<file path="src/hdl/qsd_pkg.sv">
// Shared types, constants and dequantization tables for the QOA slice decoder.
package qsd_pkg;

  localparam int CHANNELS    = 2;
  localparam int CH_AW       = (CHANNELS > 1) ? $clog2(CHANNELS) : 1;
  localparam int TAPS        = 4;
  localparam int MAX_SAMPLES = 20;
  localparam int CNT_W       = 5;
  localparam int CODE_BITS   = 60;
  localparam int PRED_SHIFT  = 13;
  localparam int DELTA_SHIFT = 4;

  localparam logic OP_LOAD   = 1'b0;
  localparam logic OP_DECODE = 1'b1;

  typedef logic signed [15:0] word_t;
  // element 0 sits in the top 16 bits of a packed 64-bit word
  typedef word_t [0:TAPS-1] taps_t;

  typedef struct packed {
    taps_t hist;
    taps_t wts;
  } lms_row_t;

  typedef enum logic [1:0] {
    ST_IDLE,
    ST_FETCH,
    ST_MUL,
    ST_ACC
  } qsd_state_t;

  // round((k+1)^2.75)
  function automatic logic [11:0] scale_lut(input logic [3:0] sfq);
    logic [11:0] sf;
    unique case (sfq)
      4'd0:  sf = 12'd1;
      4'd1:  sf = 12'd7;
      4'd2:  sf = 12'd21;
      4'd3:  sf = 12'd45;
      4'd4:  sf = 12'd84;
      4'd5:  sf = 12'd138;
      4'd6:  sf = 12'd211;
      4'd7:  sf = 12'd304;
      4'd8:  sf = 12'd421;
      4'd9:  sf = 12'd562;
      4'd10: sf = 12'd731;
      4'd11: sf = 12'd928;
      4'd12: sf = 12'd1157;
      4'd13: sf = 12'd1419;
      4'd14: sf = 12'd1715;
      default: sf = 12'd2048;
    endcase
    return sf;
  endfunction

  // dequant levels in quarter units
  function automatic logic signed [5:0] dq4_lut(input logic [2:0] code);
    logic signed [5:0] q;
    unique case (code)
      3'd0: q = 6'sd3;
      3'd1: q = -6'sd3;
      3'd2: q = 6'sd10;
      3'd3: q = -6'sd10;
      3'd4: q = 6'sd18;
      3'd5: q = -6'sd18;
      3'd6: q = 6'sd28;
      default: q = -6'sd28;
    endcase
    return q;
  endfunction

  // sf * q4 / 4, rounded half away from zero
  function automatic word_t dequant(input logic [3:0] sfq, input logic [2:0] code);
    logic signed [17:0] sfs;
    logic signed [17:0] qs;
    logic signed [17:0] x;
    logic signed [17:0] r;
    sfs = signed'(18'(scale_lut(sfq)));
    qs  = 18'(dq4_lut(code));
    x   = sfs * qs;
    if (!x[17]) begin
      r = (x + 18'sd2) >>> 2;
    end else begin
      r = -((-x + 18'sd2) >>> 2);
    end
    return word_t'(r[15:0]);
  endfunction

endpackage

</file>
<file path="src/hdl/qsd_channels.sv">
// Valid/ready channel interfaces for slice items and decoded samples.
interface qsd_item_if;
  logic        valid;
  logic        ready;
  logic        op;
  logic        channel;
  logic [63:0] slice_word;
  logic [63:0] weights_word;
  logic [4:0]  sample_count;

  modport source(output valid, op, channel, slice_word, weights_word, sample_count,
                 input ready);
  modport sink(input valid, op, channel, slice_word, weights_word, sample_count,
               output ready);
endinterface

interface qsd_sample_if;
  logic               valid;
  logic               ready;
  logic signed [15:0] sample;
  logic               out_channel;
  logic               last;

  modport source(output valid, sample, out_channel, last, input ready);
  modport sink(input valid, sample, out_channel, last, output ready);
endinterface

</file>
<file path="src/hdl/qsd_predict.sv">
// LMS predictor: registered tap products, then sum, shift, residual add and saturation.
module qsd_predict (
  input  logic          clk,
  input  logic          mul_en,
  input  qsd_pkg::taps_t hist,
  input  qsd_pkg::taps_t wts,
  input  qsd_pkg::word_t residual,
  output qsd_pkg::word_t sample
);
  import qsd_pkg::*;

  logic signed [31:0] prod [TAPS];
  logic signed [33:0] acc;
  logic signed [20:0] pred;
  logic signed [21:0] total;

  always_ff @(posedge clk) begin
    if (mul_en) begin
      for (int n = 0; n < TAPS; n++) begin
        prod[n] <= hist[n] * wts[n];
      end
    end
  end

  always_comb begin
    acc = '0;
    for (int n = 0; n < TAPS; n++) begin
      acc = acc + 34'(prod[n]);
    end
    // floor shift
    pred  = acc[33:PRED_SHIFT];
    total = 22'(pred) + 22'(residual);
    if (total < -22'sd32768) begin
      sample = 16'sh8000;
    end else if (total > 22'sd32767) begin
      sample = 16'sh7fff;
    end else begin
      sample = total[15:0];
    end
  end

endmodule

</file>
<file path="src/hdl/qoa_slice_lms_decoder.sv">
// Top level: QOA slice decoder with per-channel LMS state held in a row memory.
//
//  port     dir   payload                                       transfer when
//  items    sink  op, channel, slice_word, weights_word, count  valid && ready
//  samples  src   sample, out_channel, last                     valid && ready
//
// A load item writes the channel's row directly in the same cycle as its transfer.
// A decode of n samples (count clamped to 20) holds ready low after its transfer
// through a memory read state, then per sample a multiply state and a sum/saturate
// state, since each sample feeds the next prediction.
// Reset clears the row valid bits, so an unwritten row reads as all zeros.
// A full output register stalls the sum/saturate step; items wait for the row write-back.
module qoa_slice_lms_decoder (
  input logic         clk,
  input logic         rst,
  qsd_item_if.sink    items,
  qsd_sample_if.source samples
);
  import qsd_pkg::*;

  qsd_state_t state, state_next;

  // row memory, one row per channel
  lms_row_t             mem [CHANNELS];
  lms_row_t             rd_row;
  logic                 rd_valid;
  logic [CHANNELS-1:0]  row_valid;
  logic                 mem_we;
  logic [CH_AW-1:0]     mem_addr;
  lms_row_t             mem_wdata;

  // handshake and control
  logic                 items_ready;
  logic                 accept;
  logic                 ch_ok;
  logic [CH_AW-1:0]     in_idx;
  logic [CNT_W-1:0]     cnt_clamp;
  logic                 mul_en;
  logic                 out_load;

  // working state of the slice in flight
  logic [CH_AW-1:0]     ch_q;
  logic [3:0]           sfq;
  logic [CODE_BITS-1:0] codes;
  logic [CNT_W-1:0]     remaining;
  taps_t                hist, wts;
  taps_t                hist_next, wts_next;
  word_t                resid;
  word_t                delta;
  word_t                pred_sample;

  // output register
  logic                 out_valid;
  word_t                out_sample;
  logic                 out_ch;
  logic                 out_last;

  assign in_idx    = CH_AW'(items.channel);
  assign ch_ok     = (32'(items.channel) < CHANNELS);
  assign cnt_clamp = (items.sample_count > CNT_W'(MAX_SAMPLES)) ? CNT_W'(MAX_SAMPLES)
                                                                : items.sample_count;
  assign accept    = items.valid && items_ready;
  assign items.ready = items_ready;

  assign samples.valid       = out_valid;
  assign samples.sample      = out_sample;
  assign samples.out_channel = out_ch;
  assign samples.last        = out_last;

  qsd_predict u_predict (
    .clk      (clk),
    .mul_en   (mul_en),
    .hist     (hist),
    .wts      (wts),
    .residual (resid),
    .sample   (pred_sample)
  );

  // weight step uses history before the shift
  assign delta = resid >>> DELTA_SHIFT;
  always_comb begin
    for (int n = 0; n < TAPS; n++) begin
      wts_next[n] = hist[n][15] ? (wts[n] - delta) : (wts[n] + delta);
    end
    for (int n = 0; n < TAPS - 1; n++) begin
      hist_next[n] = hist[n+1];
    end
    hist_next[TAPS-1] = pred_sample;
  end

  always_ff @(posedge clk) begin
    if (rst) begin
      state <= ST_IDLE;
    end else begin
      state <= state_next;
    end
  end

  always_comb begin
    state_next  = state;
    items_ready = 1'b0;
    mul_en      = 1'b0;
    out_load    = 1'b0;
    mem_we      = 1'b0;
    mem_addr    = ch_q;
    mem_wdata   = '{hist: hist_next, wts: wts_next};
    unique case (state)
      ST_IDLE: begin
        items_ready = 1'b1;
        if (items.valid && ch_ok) begin
          if (items.op == OP_LOAD) begin
            mem_we    = 1'b1;
            mem_addr  = in_idx;
            mem_wdata = '{hist: taps_t'(items.slice_word),
                          wts:  taps_t'(items.weights_word)};
          end else if (cnt_clamp != '0) begin
            state_next = ST_FETCH;
          end
        end
      end
      ST_FETCH: state_next = ST_MUL;
      ST_MUL: begin
        mul_en     = 1'b1;
        state_next = ST_ACC;
      end
      ST_ACC: begin
        if (!out_valid || samples.ready) begin
          out_load = 1'b1;
          if (remaining == CNT_W'(1)) begin
            mem_we     = 1'b1;      // write the row back with the final sample
            state_next = ST_IDLE;
          end else begin
            state_next = ST_MUL;
          end
        end
      end
      default: state_next = ST_IDLE;
    endcase
  end

  // memory: one write port, one registered read port
  always_ff @(posedge clk) begin
    if (mem_we) begin
      mem[mem_addr] <= mem_wdata;
    end
    if (accept) begin
      rd_row <= mem[in_idx];
    end
  end

  always_ff @(posedge clk) begin
    if (rst) begin
      row_valid <= '0;
      rd_valid  <= 1'b0;
    end else begin
      if (mem_we) begin
        row_valid[mem_addr] <= 1'b1;
      end
      if (accept) begin
        rd_valid <= row_valid[in_idx];
      end
    end
  end

  always_ff @(posedge clk) begin
    if (rst) begin
      remaining <= '0;
    end else if (accept) begin
      remaining <= cnt_clamp;
    end else if (out_load) begin
      remaining <= remaining - CNT_W'(1);
    end
  end

  always_ff @(posedge clk) begin
    if (accept) begin
      ch_q  <= in_idx;
      sfq   <= items.slice_word[63:60];
      codes <= items.slice_word[CODE_BITS-1:0];
    end else if (out_load) begin
      codes <= {codes[CODE_BITS-4:0], 3'b000};
    end
    if (state == ST_FETCH) begin
      hist <= rd_valid ? rd_row.hist : '0;
      wts  <= rd_valid ? rd_row.wts  : '0;
    end else if (out_load) begin
      hist <= hist_next;
      wts  <= wts_next;
    end
    if (mul_en) begin
      resid <= dequant(sfq, codes[CODE_BITS-1:CODE_BITS-3]);
    end
  end

  always_ff @(posedge clk) begin
    if (rst) begin
      out_valid <= 1'b0;
    end else if (out_load) begin
      out_valid <= 1'b1;
    end else if (samples.ready) begin
      out_valid <= 1'b0;
    end
  end

  always_ff @(posedge clk) begin
    if (out_load) begin
      out_sample <= pred_sample;
      out_ch     <= ch_q[0];
      out_last   <= (remaining == CNT_W'(1));
    end
  end

`ifndef ASSERT_OFF
  a_no_overwrite: assert property (@(posedge clk) disable iff (rst)
    out_load |-> (!out_valid || samples.ready))
    else $error("output register overwritten before transfer");

  a_count_live: assert property (@(posedge clk) disable iff (rst)
    (state == ST_MUL || state == ST_ACC) |-> (remaining != '0))
    else $error("slice in flight with no samples left");

  a_last_to_idle: assert property (@(posedge clk) disable iff (rst)
    (out_load && remaining == CNT_W'(1)) |=> (state == ST_IDLE && out_last))
    else $error("final sample did not end the slice");

  a_acc_after_mul: assert property (@(posedge clk) disable iff (rst)
    (state == ST_ACC) |-> ($past(state) == ST_MUL || $past(state) == ST_ACC))
    else $error("sum step entered without fresh products");
`endif

endmodule

</file>
<file path="src/flat_wrapper.sv">
// flat-port wrapper written by rule: the top's interface ports become plain ports
module qoa_slice_lms_decoder_flat import qsd_pkg::*;
  (clk, rst, items_valid, items_op, items_channel, items_slice_word, items_weights_word, items_sample_count, items_ready, samples_valid, samples_sample, samples_out_channel, samples_last, samples_ready);
  qsd_item_if items_i ();
  qsd_sample_if samples_i ();
  input logic clk;
  input logic rst;
  input wire logic [$bits(items_i.valid)-1:0] items_valid;
  input wire logic [$bits(items_i.op)-1:0] items_op;
  input wire logic [$bits(items_i.channel)-1:0] items_channel;
  input wire logic [$bits(items_i.slice_word)-1:0] items_slice_word;
  input wire logic [$bits(items_i.weights_word)-1:0] items_weights_word;
  input wire logic [$bits(items_i.sample_count)-1:0] items_sample_count;
  output wire logic [$bits(items_i.ready)-1:0] items_ready;
  output wire logic [$bits(samples_i.valid)-1:0] samples_valid;
  output wire logic [$bits(samples_i.sample)-1:0] samples_sample;
  output wire logic [$bits(samples_i.out_channel)-1:0] samples_out_channel;
  output wire logic [$bits(samples_i.last)-1:0] samples_last;
  input wire logic [$bits(samples_i.ready)-1:0] samples_ready;
  assign items_i.valid = items_valid;
  assign items_i.op = items_op;
  assign items_i.channel = items_channel;
  assign items_i.slice_word = items_slice_word;
  assign items_i.weights_word = items_weights_word;
  assign items_i.sample_count = items_sample_count;
  assign items_ready = items_i.ready;
  assign samples_valid = samples_i.valid;
  assign samples_sample = samples_i.sample;
  assign samples_out_channel = samples_i.out_channel;
  assign samples_last = samples_i.last;
  assign samples_i.ready = samples_ready;
  qoa_slice_lms_decoder u_core (.clk(clk), .rst(rst), .items(items_i), .samples(samples_i));
endmodule
</file>
<file path="config.mk">
export PLATFORM = sky130hd
export DESIGN_NAME = qoa_slice_lms_decoder_flat
export DESIGN_NICKNAME = d
export VERILOG_FILES = /design/src/hdl/qsd_pkg.sv /design/src/hdl/qsd_channels.sv /design/src/hdl/qsd_predict.sv /design/src/hdl/qoa_slice_lms_decoder.sv /design/src/flat_wrapper.sv
export SDC_FILE = /design/constraint.sdc
export NUM_CORES = 2
export LEC_CHECK = 0
export CAP_MARGIN = 20
export CORE_MARGIN = 5
export CORE_UTILIZATION = 41
export CTS_CLUSTER_DIAMETER = 30
export DETAILED_ROUTE_END_ITERATION = 10
export DONT_BUFFER_PORTS = 1
export PLACE_DENSITY_LB_ADDON = 0.08
export RECOVER_POWER = 50
export SETUP_SLACK_MARGIN = 0.4
export SLEW_MARGIN = 10
export SYNTH_ARGS = -nofsm -noshare
export SYNTH_HDL_FRONTEND = slang
export SYNTH_SLANG_ARGS = --single-unit
</file>
<file path="constraint.sdc">
create_clock -name clk -period 27.7 [get_ports clk]
set_clock_uncertainty 0.15 [all_clocks]
set_input_delay 4.155 -clock clk [delete_from_list [all_inputs] [get_ports clk]]
set_output_delay 4.155 -clock clk [all_outputs]
set_load 0.03 [all_outputs]
</file>
==> qor.yml <==
antenna_found_initial: 19
synth_edf_count: 739
mostFrequentLayoutCell: "inv_1"
clkSinkCount: 762
reg2reg_from: "u_core.state[0]$_SDFFE_PP0P_"
cts.repair.resized: 0
ys_warn_count: 0
die_w_microns: 446.5
place_congestion: 0.8654
ant_nets: 0
remaining_drc_errors: 0
clkTransAtPathRegs_ns: 0.04
crit_path_start: "items_valid"
synth_ff_type: "edfxtp_1"
slew_headroom_pct: -200.0
overflow: 0
end_kind: "register"
start_util_pct: 41.16
slew_violations: 824
setup_viol: 0
drive_gt1_share_pct: 7.668
grt_pass1_vias: 56610
r2r_setup_slack_ns: 16.02
status: "finished with violations"
rr_worst_depth: 10
critPathArrivalTime_ns: 14.31
hold_viol: 0
cts_buffers: 177
dieArea_sq_mm: 0.1993
clk_latency_ns: 0.80
start_kind: "primary input"
hp-class: "register to register"
syn_avg_cell_area_sq_um: 10.58
rows: 160
vias: 52140
die_y_microns: 446.5
max_freq_mhz: 71.21
clock_path_buffers: 3
failed_checks: "capacitance limit, slew limit"
post-route-period-util_pct: 50.70
wire_per_inst_microns: 23.19
track_usage_pct: 23.88
postCtsSetupBuffers: 0
rsz0062_at_grt: "no"
ys_seq_area_share_pct: 29.00
area_growth_pct: 11.53
synth_cell_types: 99
hpwl_mm: 178.1
mostFrequentLayoutCells: "inv_1, fa_1, nand2_1"
grt_max_degree: 133
htree_levels: 4
via_per_inst: 5.190
cts_root_buf: "clkbuf_16"
io_pins: 159
fin_setup_tns_ns: 0
hold_buffers: 0
fin_crit_ns: 14.04
worstSetupPathType: "primary input to register"
drt-total-wl_mm: 233.0
tightest_slew_ns: 4.500
cts_tree: "yes"
synthArstFlopShare_pct: 0
grt_pass1_wl_mm: 356.4
ys_ff_latch: 762
netlist_area_sq_mm: 0.07810
cp_max_fo: 71
cp.required_ns: 27.96
core_area_sq_mm: 0.1898
reg2reg_to: "u_core.mem[1][46]$_DFFE_PP_"
critPathCapture: "u_core.mem[1][46]$_DFFE_PP_"
io_buffers: 0
synth_cells: 7384
max_cap_violations: 18
fin_nets: 9179
synth_nets: 9186
drtPass1Iterations: 7
first_iter_violations: 3368
==> Yosys cell counts (7+ instances only) <==
master,n,area share (%)
nor4_1,12,0.096
a2111oi_0,11,0.12
or2_2,7,0.056
fa_1,1158,30
a211oi_1,36,0.35
edfxtp_1,739,28
o21bai_1,28,0.27
or3_1,18,0.14
a211o_1,8,0.090
nand2_1,958,4.6
nor3_1,67,0.43
mux2i_1,19,0.24
nand4_1,13,0.10
a21oi_1,193,1.2
nand2b_1,95,0.76
o21ai_0,210,1.3
mux2_2,187,2.7
o31ai_1,12,0.12
o211ai_1,13,0.12
and2_1,458,3.7
o21ai_1,25,0.16
ha_1,505,8.1
nand3_1,48,0.31
nor3b_1,9,0.086
nor2_1,240,1.2
a22o_1,57,0.64
dfxtp_1,23,0.59
o31a_1,11,0.12
xnor2_1,234,2.6
clkbuf_1,254,1.2
nor2b_1,24,0.19
xor2_1,75,0.84
and3_1,26,0.21
inv_1,1362,6.5
buf_1,12,0.058
a31oi_1,15,0.12
a21o_1,57,0.55
o21a_1,33,0.32
==> final cells by class <==
type	count	area, sq um
inverters	1365	5125
clock inverters	128	1655
repair buffers	82	590.6
flip-flops and latches	762	22650
fillers	17990	102700
well taps	2511	3142
clock buffers	199	4564
diodes	10	25.02
multi-input cells	4989	49360
==> stage by stage <==
stage	cell area (sq um)	util [%]	worst slack [ns]	cells	hold slack [ns]
after detailed placement	80960	42.66	19.52	9707	0.3114
final	87110	45.90	13.66	10050	0.3182
after global placement	80930	42.65	19.52	9706	0.3029
after global routing	87100	45.90	12.83	10040	0.3533
after CTS	87180	45.94	19.52	10030	0.3214
after floorplan	78100	-	15.71	7384	0.2896
==> worst max-delay path, stage by stage <==
cell and delay [ns]:
nand2_1 0.04, clkbuf_1 0.93, clkinvlp_2 3.08, nand2b_1 3.89
nand4_1 0.45, a21oi_4 0.28, buf_4 0.65, buf_4 0.63
==> per-layer routing <==
layer	track usage, %	part of all wire (%)	vias up	wire length [microns]
met1	31.92	44	27130	101800
li1	-	-	23600	-
met4	7.415	3.1	4	7122
met5	0	0.011	-	26
met3	3.471	4.6	284	10680
met2	40.33	49	1126	113300
==> how the worst min path moves through the flow <==
stage / startpoint / end / slack [ns] / depth (start not counted)
global route: u_core.row_valid[0]$_SDFFE_PP0P_ / u_core.row_valid[0]$_SDFFE_PP0P_ / 0.35 / 2
detailed placement: u_core.row_valid[1]$_SDFFE_PP0P_ / u_core.row_valid[1]$_SDFFE_PP0P_ / 0.31 / 2
global placement: u_core.row_valid[1]$_SDFFE_PP0P_ / u_core.row_valid[1]$_SDFFE_PP0P_ / 0.30 / 2
CTS: u_core.row_valid[1]$_SDFFE_PP0P_ / u_core.row_valid[1]$_SDFFE_PP0P_ / 0.32 / 2
finish: u_core.row_valid[0]$_SDFFE_PP0P_ / u_core.row_valid[0]$_SDFFE_PP0P_ / 0.32 / 2
floorplan: u_core.row_valid[0]$_SDFFE_PP0P_ / u_core.row_valid[0]$_SDFFE_PP0P_ / 0.29 / 2
==> logic make-up after synthesis <==
group | after synthesis | share of synthesized area (%)
compound gates | 786 | 6.510
flops | 762 | 29.00
fa+ha+maj | 1663 | 37.77
xor+xnor | 312 | 3.527
mux | 206 | 2.940
buf+inv | 1633 | 7.851
simple gates | 2022 | 12.40
==> registers in the layout, indices dropped and copies added (netlist names), 4 cells and up, named ones only <==
| name | flops |
|---|---|
| u_core.codes | 60 |
| u_core.hist | 64 |
| u_core.mem | 256 |
| u_core.rd_row | 128 |
| u_core.remaining | 5 |
| u_core.resid | 16 |
| u_core.samples.sample | 16 |
| u_core.sfq | 4 |
| u_core.u_predict.prod | 128 |
| u_core.wts | 64 |
Power is left out: the tool's default activity adds up to more than one toggle a clock period on the data nets, which glitch-free logic cannot reach.
